==> src/rtl/eop_pkg.sv <==
// shared types, constants and register codes for the exposure outlier penalty block
// no dependencies; imported by every module of the block
`timescale 1ns / 1ps
`default_nettype none

package eop_pkg;

  localparam int MAX_IMAGES_DEFAULT = 16;
  localparam int RESULT_CAP         = 16;

  localparam int LUMA_W      = 20;
  localparam int LUMA_FRAC_W = 12;
  localparam int CUT_W       = 15;
  localparam int CUT_FRAC_W  = 16;
  localparam int HL_W        = 8;
  localparam int PEN_W       = 10;
  localparam int IDX_W       = 4;
  localparam int PADDR_W     = 4;
  localparam int PDATA_W     = 32;

  // luma weights in q12
  localparam logic [10:0] LUMA_R_WT = 11'd1264;
  localparam logic [11:0] LUMA_G_WT = 12'd2496;
  localparam logic [8:0]  LUMA_B_WT = 9'd336;

  localparam logic [CUT_W-1:0] CUTOFF_RST    = 15'd22938;
  localparam logic [HL_W-1:0]  HIGHLIGHT_RST = 8'd100;
  localparam logic [PEN_W-1:0] PENALTY_RST   = 10'd384;

  typedef enum logic [1:0] {
    REG_CUTOFF    = 2'd0,
    REG_HIGHLIGHT = 2'd1,
    REG_PENALTY   = 2'd2
  } reg_idx_e;

  typedef struct packed {
    logic [7:0] red;
    logic [7:0] green;
    logic [7:0] blue;
    logic       last_image;
  } sample_t;

  typedef struct packed {
    logic [PEN_W-1:0] penalty;
    logic [IDX_W-1:0] image_index;
    logic             last_result;
    logic             flat_pixel;
    logic             overflow;
  } result_t;

  typedef struct packed {
    logic [CUT_W-1:0] cutoff;
    logic [HL_W-1:0]  highlight;
    logic [PEN_W-1:0] penalty;
  } cfg_t;

  // controller to datapath commands
  typedef struct packed {
    logic mult_en;
    logic thresh_en;
    logic rd_en;
    logic rd_last;
  } dp_cmd_t;

endpackage

`default_nettype wire

==> src/rtl/exposure_outlier_penalty.sv <==
// top level of the exposure outlier penalty block
// depends on eop_pkg, eop_regs, eop_ctrl and eop_datapath
`timescale 1ns / 1ps
`default_nettype none

// usage
// - input channel: a sample transaction (red, green, blue, last_image) is taken
//   at a rising edge with start high and busy low
// - samples of one pixel position arrive one per cycle, the last one marked;
//   up to MAX_IMAGES are stored, later ones are dropped and flag overflow
// - after the marked sample, busy stays high through ST_MULT for the range
//   times cutoff product, ST_THRESH for the low/high thresholds, then ST_EMIT
//   reading N samples from the store (N = stored samples, capped at 16)
// - results leave one per cycle on result_o with result_valid_o high for one
//   cycle each; the first strobe follows the product, threshold, store read
//   and result registers, the rest follow back to back in arrival order
// - the single read port of the sample store sets the one-result-per-cycle
//   drain rate
// - the receiver cannot stall: each result must be taken in its strobe cycle
// - the next run may start as soon as busy drops; the last two results are
//   still in flight then and do not depend on the new run
// - configuration: apb-style port, registers at byte addresses 0 (cutoff),
//   4 (highlight level), 8 (penalty); write only while the block is idle
// - reset clears the run state and loads the register defaults; the sample
//   store needs no clearing since only entries of the current run are read
module exposure_outlier_penalty import eop_pkg::*; #(
  parameter int MAX_IMAGES = MAX_IMAGES_DEFAULT
) (
  input  wire logic               clk_i,
  input  wire logic               rst_ni,
  // sample channel
  input  wire logic               start,
  output logic                    busy,
  input  wire sample_t            sample_i,
  // result channel
  output logic                    result_valid_o,
  output result_t                 result_o,
  // configuration port
  input  wire logic               psel,
  input  wire logic               penable,
  input  wire logic               pwrite,
  input  wire logic [PADDR_W-1:0] paddr,
  input  wire logic [PDATA_W-1:0] pwdata,
  output logic      [PDATA_W-1:0] prdata,
  output logic                    pready
);

  localparam int AW = $clog2(MAX_IMAGES);
  localparam int CW = $clog2(MAX_IMAGES + 1);

  cfg_t          cfg;
  dp_cmd_t       cmd;
  logic [AW-1:0] rd_addr;
  logic [CW-1:0] count;
  logic          accept;

  // sample transaction accepted
  assign accept = start && !busy;

  eop_regs u_regs (
    .clk_i   (clk_i),
    .rst_ni  (rst_ni),
    .psel    (psel),
    .penable (penable),
    .pwrite  (pwrite),
    .paddr   (paddr),
    .pwdata  (pwdata),
    .prdata  (prdata),
    .pready  (pready),
    .cfg_o   (cfg)
  );

  // sequencing of threshold and read-out phases
  eop_ctrl #(
    .MAX_IMAGES (MAX_IMAGES)
  ) u_ctrl (
    .clk_i     (clk_i),
    .rst_ni    (rst_ni),
    .accept_i  (accept),
    .last_i    (sample_i.last_image),
    .count_i   (count),
    .cmd_o     (cmd),
    .rd_addr_o (rd_addr),
    .busy_o    (busy)
  );

  // luma, store, thresholds and result register
  eop_datapath #(
    .MAX_IMAGES (MAX_IMAGES)
  ) u_datapath (
    .clk_i          (clk_i),
    .rst_ni         (rst_ni),
    .accept_i       (accept),
    .sample_i       (sample_i),
    .cfg_i          (cfg),
    .cmd_i          (cmd),
    .rd_addr_i      (rd_addr),
    .count_o        (count),
    .result_o       (result_o),
    .result_valid_o (result_valid_o)
  );

endmodule

`default_nettype wire

==> src/rtl/eop_regs.sv <==
// configuration register file behind the apb-style port
// depends on eop_pkg
`timescale 1ns / 1ps
`default_nettype none

module eop_regs import eop_pkg::*; (
  input  wire logic               clk_i,
  input  wire logic               rst_ni,
  input  wire logic               psel,
  input  wire logic               penable,
  input  wire logic               pwrite,
  input  wire logic [PADDR_W-1:0] paddr,
  input  wire logic [PDATA_W-1:0] pwdata,
  output logic      [PDATA_W-1:0] prdata,
  output logic                    pready,
  output cfg_t                    cfg_o
);

  cfg_t cfg_q, cfg_d;
  logic wr_en;

  assign pready = 1'b1;
  assign wr_en  = psel && penable && pwrite;

  always_comb begin
    cfg_d = cfg_q;
    if (wr_en) begin
      unique case (paddr[3:2])
        REG_CUTOFF:    cfg_d.cutoff    = pwdata[CUT_W-1:0];
        REG_HIGHLIGHT: cfg_d.highlight = pwdata[HL_W-1:0];
        REG_PENALTY:   cfg_d.penalty   = pwdata[PEN_W-1:0];
        default:       cfg_d = cfg_q;
      endcase
    end
  end

  always_ff @(posedge clk_i or negedge rst_ni) begin
    if (!rst_ni) begin
      cfg_q.cutoff    <= CUTOFF_RST;
      cfg_q.highlight <= HIGHLIGHT_RST;
      cfg_q.penalty   <= PENALTY_RST;
    end else begin
      cfg_q <= cfg_d;
    end
  end

  always_comb begin
    unique case (paddr[3:2])
      REG_CUTOFF:    prdata = PDATA_W'(cfg_q.cutoff);
      REG_HIGHLIGHT: prdata = PDATA_W'(cfg_q.highlight);
      REG_PENALTY:   prdata = PDATA_W'(cfg_q.penalty);
      default:       prdata = '0;
    endcase
  end

  assign cfg_o = cfg_q;

endmodule

`default_nettype wire

==> src/rtl/eop_datapath.sv <==
// datapath: luma, sample store, min/max tracking, thresholds and result register
// depends on eop_pkg; driven by eop_ctrl commands
`timescale 1ns / 1ps
`default_nettype none

module eop_datapath import eop_pkg::*; #(
  parameter int MAX_IMAGES = MAX_IMAGES_DEFAULT
) (
  input  wire logic                              clk_i,
  input  wire logic                              rst_ni,
  input  wire logic                              accept_i,
  input  wire sample_t                           sample_i,
  input  wire cfg_t                              cfg_i,
  input  wire dp_cmd_t                           cmd_i,
  input  wire logic [$clog2(MAX_IMAGES)-1:0]     rd_addr_i,
  output logic      [$clog2(MAX_IMAGES+1)-1:0]   count_o,
  output result_t                                result_o,
  output logic                                   result_valid_o
);

  localparam int AW     = $clog2(MAX_IMAGES);
  localparam int CW     = $clog2(MAX_IMAGES + 1);
  localparam int PROD_W = LUMA_W + CUT_W;

  logic [LUMA_W-1:0] store_mem [MAX_IMAGES];

  logic [LUMA_W-1:0] luma;
  logic [LUMA_W-1:0] min_q, max_q, range;
  logic [CW-1:0]     count_q;
  logic              dropped_q;
  logic              store_en;

  logic [PROD_W-1:0] prod_q;
  logic [LUMA_W-1:0] low_q, high_q;
  logic              flat_q, ovf_q;

  logic [LUMA_W-1:0] rdata_q;
  logic [AW-1:0]     p1_idx_q;
  logic              p1_valid_q, p1_last_q;

  logic [LUMA_W-1:0] bright;
  logic              hit;

  result_t result_q;
  logic    valid_q;

  assign luma = LUMA_W'(sample_i.red)   * LUMA_W'(LUMA_R_WT)
              + LUMA_W'(sample_i.green) * LUMA_W'(LUMA_G_WT)
              + LUMA_W'(sample_i.blue)  * LUMA_W'(LUMA_B_WT);

  assign store_en = accept_i && (count_q < CW'(MAX_IMAGES));
  assign range    = max_q - min_q;

  // run state: count, min, max, dropped flag
  always_ff @(posedge clk_i or negedge rst_ni) begin
    if (!rst_ni) begin
      min_q     <= '1;
      max_q     <= '0;
      count_q   <= '0;
      dropped_q <= 1'b0;
    end else if (cmd_i.rd_en && cmd_i.rd_last) begin
      min_q     <= '1;
      max_q     <= '0;
      count_q   <= '0;
      dropped_q <= 1'b0;
    end else if (accept_i) begin
      if (store_en) begin
        count_q <= count_q + CW'(1);
        if (luma < min_q) min_q <= luma;
        if (luma > max_q) max_q <= luma;
      end else begin
        dropped_q <= 1'b1;
      end
    end
  end

  // sample store, one write and one registered read port
  always_ff @(posedge clk_i) begin
    if (store_en) begin
      store_mem[count_q[AW-1:0]] <= luma;
    end
    if (cmd_i.rd_en) begin
      rdata_q <= store_mem[rd_addr_i];
    end
  end

  // trim amount, thresholds and read-stage index and last flag
  always_ff @(posedge clk_i) begin
    if (cmd_i.mult_en) begin
      prod_q <= PROD_W'(range) * PROD_W'(cfg_i.cutoff);
    end
    if (cmd_i.thresh_en) begin
      low_q  <= min_q + LUMA_W'(prod_q[PROD_W-1:CUT_FRAC_W]);
      high_q <= max_q - LUMA_W'(prod_q[PROD_W-1:CUT_FRAC_W]);
      flat_q <= (max_q == min_q);
      ovf_q  <= dropped_q;
    end
    if (cmd_i.rd_en) begin
      p1_idx_q  <= rd_addr_i;
      p1_last_q <= cmd_i.rd_last;
    end
  end

  assign bright = LUMA_W'({cfg_i.highlight, {LUMA_FRAC_W{1'b0}}});
  assign hit    = (rdata_q <= low_q) || ((rdata_q >= bright) && (rdata_q >= high_q));

  always_ff @(posedge clk_i) begin
    if (p1_valid_q) begin
      result_q.penalty     <= hit ? cfg_i.penalty : '0;
      result_q.image_index <= IDX_W'(p1_idx_q);
      result_q.last_result <= p1_last_q;
      result_q.flat_pixel  <= flat_q;
      result_q.overflow    <= ovf_q;
    end
  end

  always_ff @(posedge clk_i or negedge rst_ni) begin
    if (!rst_ni) begin
      p1_valid_q <= 1'b0;
      valid_q    <= 1'b0;
    end else begin
      p1_valid_q <= cmd_i.rd_en;
      valid_q    <= p1_valid_q;
    end
  end

  assign count_o        = count_q;
  assign result_o       = result_q;
  assign result_valid_o = valid_q;

endmodule

`default_nettype wire

==> src/rtl/eop_ctrl.sv <==
// run controller: sequences threshold computation and the result read-out
// depends on eop_pkg; commands eop_datapath
`timescale 1ns / 1ps
`default_nettype none

module eop_ctrl import eop_pkg::*; #(
  parameter int MAX_IMAGES = MAX_IMAGES_DEFAULT
) (
  input  wire logic                              clk_i,
  input  wire logic                              rst_ni,
  input  wire logic                              accept_i,
  input  wire logic                              last_i,
  input  wire logic [$clog2(MAX_IMAGES+1)-1:0]   count_i,
  output dp_cmd_t                                cmd_o,
  output logic      [$clog2(MAX_IMAGES)-1:0]     rd_addr_o,
  output logic                                   busy_o
);

  localparam int AW = $clog2(MAX_IMAGES);
  localparam int CW = $clog2(MAX_IMAGES + 1);

  typedef enum logic [1:0] {
    ST_IDLE,
    ST_MULT,
    ST_THRESH,
    ST_EMIT
  } state_e;

  state_e        state_q;
  dp_cmd_t       cmd_q;
  logic [AW-1:0] rd_addr_q;
  logic [CW-1:0] n_q;
  logic [CW-1:0] n_cap;
  logic          busy_q;

  // at most RESULT_CAP results per run
  always_comb begin
    if (32'(count_i) > RESULT_CAP) begin
      n_cap = CW'(RESULT_CAP);
    end else begin
      n_cap = count_i;
    end
  end

  always_ff @(posedge clk_i or negedge rst_ni) begin
    if (!rst_ni) begin
      state_q   <= ST_IDLE;
      cmd_q     <= '0;
      rd_addr_q <= '0;
      n_q       <= '0;
      busy_q    <= 1'b0;
    end else begin
      unique case (state_q)
        ST_IDLE: begin
          if (accept_i && last_i) begin
            state_q       <= ST_MULT;
            busy_q        <= 1'b1;
            cmd_q.mult_en <= 1'b1;
          end
        end
        ST_MULT: begin
          state_q         <= ST_THRESH;
          cmd_q.mult_en   <= 1'b0;
          cmd_q.thresh_en <= 1'b1;
        end
        ST_THRESH: begin
          state_q         <= ST_EMIT;
          cmd_q.thresh_en <= 1'b0;
          cmd_q.rd_en     <= 1'b1;
          cmd_q.rd_last   <= (n_cap == CW'(1));
          rd_addr_q       <= '0;
          n_q             <= n_cap;
        end
        ST_EMIT: begin
          if (cmd_q.rd_last) begin
            state_q       <= ST_IDLE;
            busy_q        <= 1'b0;
            cmd_q.rd_en   <= 1'b0;
            cmd_q.rd_last <= 1'b0;
          end else begin
            rd_addr_q     <= rd_addr_q + AW'(1);
            cmd_q.rd_last <= ((CW'(rd_addr_q) + CW'(2)) == n_q);
          end
        end
        default: begin
          state_q <= ST_IDLE;
          cmd_q   <= '0;
          busy_q  <= 1'b0;
        end
      endcase
    end
  end

  assign cmd_o     = cmd_q;
  assign rd_addr_o = rd_addr_q;
  assign busy_o    = busy_q;

endmodule

`default_nettype wire

==> config.mk <==
export PLATFORM = sky130hd
export DESIGN_NAME = exposure_outlier_penalty
export DESIGN_NICKNAME = d
export VERILOG_FILES = /design/src/rtl/eop_pkg.sv /design/src/rtl/exposure_outlier_penalty.sv /design/src/rtl/eop_regs.sv /design/src/rtl/eop_datapath.sv /design/src/rtl/eop_ctrl.sv
export SDC_FILE = /design/constraint.sdc
export NUM_CORES = 1
export LEC_CHECK = 0
export ABC_CLOCK_PERIOD_IN_PS = 11430
export BUFFER_PORTS_ARGS = -buffer_cell sky130_fd_sc_hd__buf_2
export CAP_MARGIN = 20
export CORE_ASPECT_RATIO = 0.75
export CORE_MARGIN = 2
export CORE_UTILIZATION = 50
export CTS_CLUSTER_SIZE = 25
export DETAILED_ROUTE_END_ITERATION = 8
export GPL_TIMING_DRIVEN = 1
export PLACE_DENSITY_LB_ADDON = 0.1
export SYNTH_ARGS = -nofsm -noshare
export SYNTH_HDL_FRONTEND = slang
export SYNTH_HIERARCHICAL = 1
export SYNTH_SLANG_ARGS = --single-unit
==> constraint.sdc <==
create_clock -name clk_i -period 11.43 [get_ports clk_i]
set_clock_uncertainty 0.15 [all_clocks]
set_input_delay 0 -clock clk_i [delete_from_list [all_inputs] [get_ports clk_i]]
set_output_delay 0 -clock clk_i [all_outputs]
set_load 0.005 [all_outputs]
* After elaboration in Yosys (flattened, before gate mapping)
Memories as Yosys holds them, arrays and structs flattened. A register that Yosys moved wholly into a read port is not among the register bits.
Cells that the tools add are included.
** Operators by class
- Add/sub/neg operators :: 8
- $mul :: 4
- $lt $le $gt $ge :: 7
- Equality and inequality tests :: 12
- Multiplexer cells :: 30
- Reduce and logical (&&, ||, !) cells :: 31
** Operators by type and width (count)
- 20-bit 2-to-1 mux :: 8
- 15-bit one-hot mux with 3 select lines :: 1
- 20-bit >= comparator :: 2
- 20-bit by 15-bit multiplier with 35-bit output :: 1
- 19-bit by 20-bit adder with 20-bit output :: 1
- 20-bit by 17-bit adder with 20-bit output :: 1
- 20-bit by 19-bit adder with 20-bit output :: 1
- 20-bit equality test :: 1
- 20-bit greater-than comparator :: 1
- 20-bit less-or-equal comparator :: 1
- 20-bit less-than comparator :: 1
- 5-bit 2-to-1 mux :: 4
- 20-bit by 19-bit subtractor with 20-bit output :: 1
- 20-bit subtractor :: 1
- 2-bit AND reduction :: 9
- 2-bit nonzero test :: 8
- 8-bit by 7-bit multiplier with 15-bit output, second input constant :: 1
- 8-bit by 6-bit multiplier with 14-bit output, second input constant :: 1
- 8-bit by 5-bit multiplier with 13-bit output, second input constant :: 1
- 3-bit AND reduction :: 3
- 1-bit 2-to-1 mux :: 8
- 2-bit one-hot mux with 4 select lines :: 1
- 4-bit one-hot mux with 2 select lines :: 1
- 1-bit logical AND :: 7
- other kinds (18) :: 27
** Word-level totals
- Register bits after elaboration :: 196
- Memory bits (writable) :: 320
- Input bits :: 67
- Output and inout bits :: 52
- Memories kept :: 1
** Memory list
- u_datapath.store_mem :: words 16, bits a word 20, read ports 1, clocked after Yosys merged registers in 1, write ports 1, RTL line eop_datapath.sv:25 : logic [LUMA_W-1:0] store_mem [MAX_IMAGES];

* Depth between registers and ports, before layout
Gate-level depths: netlist (run 1).
- Depth in word-level cells :: 8
- Depth in mapped cells :: 33

* Modules after synthesis
Netlist (run 1), hierarchy kept.
** Modules (own cells, without submodules)
- eop_datapath :: instances 1, cells an instance 2738, area an instance 31326.3 um^2, sequential area each 11707.5 um^2
- eop_regs :: instances 1, cells an instance 131, area an instance 1666.6 um^2, sequential area each 842.1 um^2
- eop_ctrl :: instances 1, cells an instance 83, area an instance 859.6 um^2, sequential area each 400.4 um^2
- exposure_outlier_penalty :: instances 1, cells an instance 1, area an instance 13.8 um^2, sequential area each 0.0 um^2

* Least setup slack after synthesis (run 1)
No wires, ideal clock.
- Kind :: register to register
- Start point :: reg u_datapath.min_q[4]
- End point :: reg u_datapath.prod_q[26] (data pin)
- Library setup time :: 265 ps
- Arrival time :: 7300 ps
- Required time :: 11015 ps
- Setup slack :: 3715 ps
- Stages on the path, launching flop included :: 31
- Period minus slack after synthesis :: 7715 ps
- Path through :: dfstp_2 -> inv_1 -> ha_1 -> ha_1 -> nor2b_1 -> o21bai_1 -> a21boi_0 -> o21ai_0 -> a21oi_1 -> nor2_1 -> clkbuf_1 -> nand2_1 -> fa_1 -> inv_1 -> fa_1 -> inv_1 -> fa_1 -> fa_1 -> inv_1 -> fa_1 -> inv_1 -> fa_1 -> inv_1 -> ha_1 -> a21o_1 -> a2111oi_0 -> o2bb2ai_1 -> o21ai_0 -> a21oi_1 -> o21ai_0 -> xor2_1
** Between the ends
- Word-level cells in the longest chain between the ends :: 2
** Ends and longest elaborated chain
- from (decl) :: RTL line eop_datapath.sv:28 : logic [LUMA_W-1:0] min_q, max_q, range;
- from (signal assigned) :: RTL line eop_datapath.sv:69 : if (luma < min_q) min_q <= luma;
- 20-bit subtractor :: RTL line eop_datapath.sv:52 : assign range = max_q - min_q;
- 20-bit by 15-bit multiplier with 35-bit output :: RTL line eop_datapath.sv:90 : prod_q <= PROD_W'(range) * PROD_W'(cfg_i.cutoff);
- to (signal assigned) :: RTL line eop_datapath.sv:90
- to (decl) :: RTL line eop_datapath.sv:33 : logic [PROD_W-1:0] prod_q;
Every way passes these cells.
A chain may end at the register's enable or synchronous reset.

* Final worst setup path (run 1)
- Start point :: reg u_datapath.min_q[3]
- End point :: reg u_datapath.prod_q[26] (data pin)
Same word-level chain as after synthesis.

==> results of run 1 <==
==> synthesized netlist by cell type, drive strengths merged, types with 22 or more instances <==
cell type	n	area, sq um
nor4b	27	236
nor2	102	383
nor2b	35	234
mux2	35	394
a211oi	22	165
and2	122	763
a21oi	116	596
nand3	69	350
dfrtp	60	1500
nand2	206	773
xor2	36	315
fa	233	4660
xnor2	66	578
a21o	48	360
edfxtp	355	10700
dfstp	30	788
clkbuf	82	308
o21a	24	180
o21ai	91	455
o211ai	27	213
buf	45	275
mux2i	23	230
ha	325	4070
mux4	80	1800
inv	437	1640
==> flip-flops by register name, indices dropped and copies added (netlist names), 2 cells and up <==
name and count:
u_datapath/store_mem 256, u_regs/cfg_o 33, u_datapath/high_q 20, u_datapath/low_q 20, u_datapath/prod_q 19, u_datapath/min_q 17
u_datapath/result_o 17, u_datapath/max_q 16, u_datapath/rdata_q 16, u_ctrl/n_q 5, u_datapath/count_o 5, u_ctrl/cmd_o 4
u_ctrl/rd_addr_o 4, u_datapath/p1_idx_q 4, u_ctrl/state_q 2
==> worst paths after layout <==
| check | from | to | slack, ps | cells past startpoint |
|---|---|---|---|---|
| setup / recovery | u_datapath/min_q[3]$_DFFE_PN1P_ | u_datapath/prod_q[26]$_DFFE_PP_ | 2380 | 29 |
| hold / removal | rst_ni | u_regs/cfg_o[24]$_DFFE_PN0P_ | 30 | 3 |
| setup reg to reg | u_datapath/min_q[3]$_DFFE_PN1P_ | u_datapath/prod_q[26]$_DFFE_PP_ | 2380 | 29 |
| hold reg to reg | u_datapath/p1_idx_q[2]$_DFFE_PP_ | u_datapath/result_o[5]$_DFFE_PP_ | 270 | 0 |
| max in group asynchronous | rst_ni | u_ctrl/rd_addr_o[0]$_DFFE_PN0P_ | 10410 | 3 |
| min in group clk_i | pwdata[9] | u_regs/cfg_o[9]$_DFFE_PN0P_ | 50 | 3 |
==> final cells by class <==
type | instances | area [sq um]
clock buffers | 61 | 1270
repair buffers | 161 | 1320
multi-input cells | 1960 | 18800
well taps | 882 | 1100
diodes | 3 | 7.51
clock inverters | 25 | 256
fillers | 5673 | 29500
inverters | 437 | 1640
flip-flops and latches | 445 | 13000
==> cell families (layout without fill, tap and decap cells) <==
kind of cell	count (synthesis)	count (layout)	synth area share
AOI/OAI and AO/OA	447	447	0.0881
xor gates and xnor gates	102	102	0.0264
adders and majority gates	558	558	0.258
buffers and inverters	564	684	0.0657
DFF	445	445	0.382
muxes	138	138	0.0716
other	2	21	0.000222
and+or+nand+nor	697	697	0.108
==> routing by layer <==
layer,up-vias,wire [um]
met2,710,36100
li1,10500,-
met1,11500,39700
met4,0,1300
met5,-,0
met3,89,5670
==> stage by stage <==
step / hold slack (ps) / worst slack (ps)
final: 31.3 / 2380
after detailed placement: -232 / 2140
after CTS: 19.8 / 2380
after global routing: 38.1 / 1830
after global placement: -235 / 2340
after floorplan: -446 / 3720
==> tightest hold or removal path: cells and delay by family <==
kind     cells  cell delay (ps)
buf+inv      3             1320
==> repair_timing <==
action,CTS,global route
hold buffers,32,0
setup buffers,0,0
endpoints found under the hold margin,113,0
==> results by group, run 1 <==
Outcome
  – Outcome: completed

Floorplanning
  – Row cnt: 82
  – Core box area: about 67000 sq um
  – I/O pins: 119
  – DIE AREA: 69900 sq um
  – Initial Utilization: 0.506
  – Chip Height: 229 um
  – Chip Width: 305 um

STA
  – Min cycle time layout: approximately 9000 ps
  – Worst slew pin tran: around 1100 ps
  – Max Slew Vio Count: 0
  – Max Freq: 0.111 GHz
  – Fin Setup TNS: 0 ps
  – Max-Slew Margin vs Limit: 0.248
  – Setup violators final: 0
  – Setup repair after global routing missed its margin: false
  – Final period utilization: 0.792
  – Final hold vios: 0

Logic synthesis
  – Share of flip-flops with an asynchronous set or reset: 0.202
  – Synth unique cells: 82
  – Cell Area, Synth: 33900 sq um
  – Synth Flop Type: edfxtp_1
  – Warnings, synthesis: 6
  – Post-synth EDFFs: 355
  – Mean Syn Cell Area: about 11 sq um
  – Cells after Synth: about 3000
  – Sequential fraction of the synthesis area: 0.382
  – Yosys reg bits: approximately 450

Setup path
  – Slowest cell delay on critical path: ~800 ps
  – Worst path required time: 11600 ps
  – Crit path max-delay cell type: dfstp_2
  – Critical Path End Type: flop
  – Crit Path Max Fanout: 19
  – Startpoint Class: flop
  – CP delay by family, top: adder cells
  – Setup Crit Path Kind: reg2reg
  – WP data arrival: ~9000 ps
  – Buf/Inv on CP: 7

GRT
  – First-pass GRT wire length: 130 mm
  – Number of antenna violations at the first check in global routing: 2
  – Gr ovfl total: 0
  – Met1 Usage GRT: 0.364
  – Largest net degree at the start of global routing: 67
  – GR peak layer: met2
  – Aggregate global-route resource usage: 0.240
  – GRT met2 Usage: 0.368
  – M3 GR Usage: 0.0371
  – Vias in the first global route: ~23000

Detailed routing
  – Via count: approximately 23000
  – DR iter-0 viols: around 1900
  – Total Wirelength: between 80 and 90 mm
  – WL/cell: 20.8 um
  – DRC: 0
  – First-pass DRT Iterations: 6
  – Antenna Nets Post-Route: 0
  – Drt via density: 5.72

Final layout
  – Final instance area: ~37000 sq um
  – Final std cells w/o fill: 3974
  – Final nets: 3676
  – Commonest cells after routing, fill and taps aside: 436 x inv_1, 355 x edfxtp_1, 325 x ha_1
  – Share of cells above drive strength 1: 0.125
  – Layout area overhead: 10.4%
  – Most common cell after layout, fill and taps aside: inv_1
  – Fin util: 0.559

Placement
  – Routability cong.: 0.929
  – Area after DPL: 35300 sq um
  – Placed cell count: 3844
  – HPWL Detailed: a little over 60 mm
  – IO Port Bufs: ~80

Clock network
  – Clk root buf: clkbuf_16
  – # H-tree levels: 2
  – CTS tree: yes
  – Clk_lat worst skew: 590 ps
  – CTS buffer count: 46
  – Max clock buf depth: 3
  – Clk pin slew, worst setup/hold paths: 60 ps
  – Clock Sinks: approximately 450
  – Gates resized, CTS repair: 0

Min path
  – Type of the worst min-delay path: in2async

Run
  – Maxcap violations: 0
Power of run 1 is left out: the tool's default activity adds up to more than one toggle a clock period on the data nets, which glitch-free logic cannot reach.
==> inputs of run 2 (changes only) <==
ABC_CLOCK_PERIOD_IN_PS = 8100   (was 11430)
clock period = 8.1 ns   (was 11.43 ns; I/O delays follow)
==> results by group, run 2 (same netlist as run 1, synthesis figures left out) <==
Floorplanning
  – Initial Utilization: 0.506 (unchanged)
  – DIE AREA: 69900 sq um (unchanged)
  – Core box area: 66900 sq um (unchanged)
  – Chip Height: 229 um (unchanged)
  – Row cnt: 82 (unchanged)
  – Chip Width: 305 um (unchanged)
  – I/O pins: 119 (unchanged)

STA
  – Setup repair after global routing missed its margin: true
  – Max Slew Vio Count: 0 (unchanged)
  – Final period utilization: 0.964 (+0.172)
  – Worst slew pin tran: 1130 ps (-1.44 ps)
  – Fin Setup TNS: 0 ps (unchanged)
  – Slack of the critical path: 291 ps (-2090 ps)
  – Final hold slack: 50.7 ps (+19.4 ps)
  – Max Freq: 0.128 GHz (+16%)
  – Max-Slew Margin vs Limit: 0.242 (-0.00597)
  – Final hold vios: 0 (unchanged)
  – Min cycle time layout: 7810 ps (-1240 ps)
  – Setup violators final: 0 (unchanged)

Detailed routing
  – DRC: 0 (unchanged)
  – First-pass DRT Iterations: 5 (-1)
  – Antenna Nets Post-Route: 0 (unchanged)
  – Total Wirelength: 86.8 mm (+4.8%)
  – DR iter-0 viols: 1652 (-14%)
  – Drt via density: 5.66 (-0.97%)
  – WL/cell: 21.3 um (+2.1%)
  – Via count: 23100 (+1.7%)

Setup path
  – Worst path required time: 8280 ps (-3320 ps)
  – Most frequent CP cell: fa_1
  – Crit Path Max Fanout: 9 (-10)
  – Startpoint Class: flop
  – Critical Path End Type: flop
  – Crit path max-delay cell type: fa_1
  – WP data arrival: 7990 ps (-1230 ps)
  – Slowest cell delay on critical path: 550 ps (-250 ps)
  – Setup Crit Path Kind: reg2reg

GRT
  – Vias in the first global route: 23800 (+2.8%)
  – Number of antenna violations at the first check in global routing: 1 (-1)
  – Gr ovfl total: 0 (unchanged)
  – Aggregate global-route resource usage: 0.251 (+0.0115)
  – First-pass GRT wire length: 136 mm (+4.1%)
  – Largest net degree at the start of global routing: 67 (unchanged)

Final layout
  – Fin util: 0.574 (+0.0153)
  – Final nets: 3786 (+3.0%)
  – Storage element area: 13000 sq um (unchanged)
  – Area occupied by multi-input gates: 19100 sq um (+1.4%)
  – Inserted Diodes: 0 (-3)
  – Most common cell after layout, fill and taps aside: inv_1
  – Max reg flops: 256 (unchanged)
  – Share of cells above drive strength 1: 0.166 (+0.0411)
  – Layout area overhead: 13.4%
  – Commonest cells after routing, fill and taps aside: 435 x inv_1, 355 x edfxtp_1, 317 x ha_1
  – Fillers: 5600 (-1.3%)

Outcome
  – Outcome: completed

Placement
  – IO Port Bufs: 81 (unchanged)
  – HPWL Detailed: 64.4 mm (+5.7%)
  – Routability cong.: 0.957 (+3.0%)
  – Dpl ws: -93.8 ps (-2230 ps)

Clock network
  – CTS buffer count: 48 (+4.3%)
  – # H-tree levels: 2 (unchanged)
  – Clk pin slew, worst setup/hold paths: 60 ps (about the same)
  – Clk root buf: clkbuf_16
  – Max clock buf depth: 3 (unchanged)
  – Clk_lat worst skew: 600 ps (about the same)
  – CTS tree: yes
  – Clock Sinks: 445 (unchanged)

Run
  – Maxcap violations: 0 (unchanged)

Min path
  – Type of the worst min-delay path: in2reg
-- run 2: cell count changes in the layout (fill, tap and decap cells not counted), sizes merged --
cell | previous run | this run
buf | 128 | 233
clkinv | 15 | 17
inv | 441 | 439
clkinvlp | 3 | 4
dlygate4sd3 | 32 | 36
diode | 3 | 0
clkbuf | 62 | 61
-- run 2: cell type report --
cell class,instances,share of cell area
clock buffers,61,0.0339
clock inverters,26,0.00658
inverters,437,0.0427
multi-input cells,1960,0.497
flip-flops and latches,445,0.337
well taps,882,0.0287
repair buffers,269,0.0535
-- run 2: per-stage QoR --
stage	std cells	cell area, sq um
floorplan	2969	33900
global placement	3940	35900
detailed placement	3940	35900
CTS	4064	37900
global route	4080	38400
finish	4080	38400
-- run 2: layer usage --
layer | track usage | share of wire | up-vias | routed length [um]
met3 | 0.0543 | 0.078 | 110 | 6780
met4 | 0.0500 | 0.017 | 0 | 1440
met2 | 0.376 | 0.43 | 732 | 37600
met1 | 0.378 | 0.47 | 11600 | 41000
met5 | 0 | 0 | - | 0
li1 | - | - | 10700 | -
-- run 2: what timing repair did --
item                       CTS  global route
setup buffers                0            11
hold buffers                37             0
gates resized for setup      0            70
hold endpoints to repair   119             0
setup endpoints to repair    0            28
-- run 2: path summary, 6_finish.rpt --
path                                                        from                               end  slack [ps]  depth (start not counted)
max in group asynchronous                                 rst_ni  u_datapath/max_q[17]$_DFFE_PN0P_        6550                          4
min in group asynchronous                                 rst_ni       u_ctrl/cmd_o[3]$_DFFE_PN0P_         280                          4
worst min-delay path                                   pwdata[8]       u_regs/cfg_o[8]$_DFFE_PN1P_          50                          3
worst max register to register   u_datapath/min_q[5]$_DFFE_PN1P_   u_datapath/prod_q[30]$_DFFE_PP_         290                         29
worst min register to register  u_datapath/p1_idx_q[1]$_DFFE_PP_  u_datapath/result_o[4]$_DFFE_PP_         270                          0
worst max-delay path             u_datapath/min_q[5]$_DFFE_PN1P_   u_datapath/prod_q[30]$_DFFE_PP_         290                         29
-- run 2: worst max-delay path: cells and delay by family (launching register included) --
family / cells / cell delay (ps)
buffers and inverters: 7 / 750
adders and majority gates: 8 / 3460
DFF: 1 / 530
AOI/OAI and AO/OA: 6 / 1120
and+or+nand+nor: 6 / 1150
xor gates and xnor gates: 2 / 390
Power of run 2 is left out for the same reason.
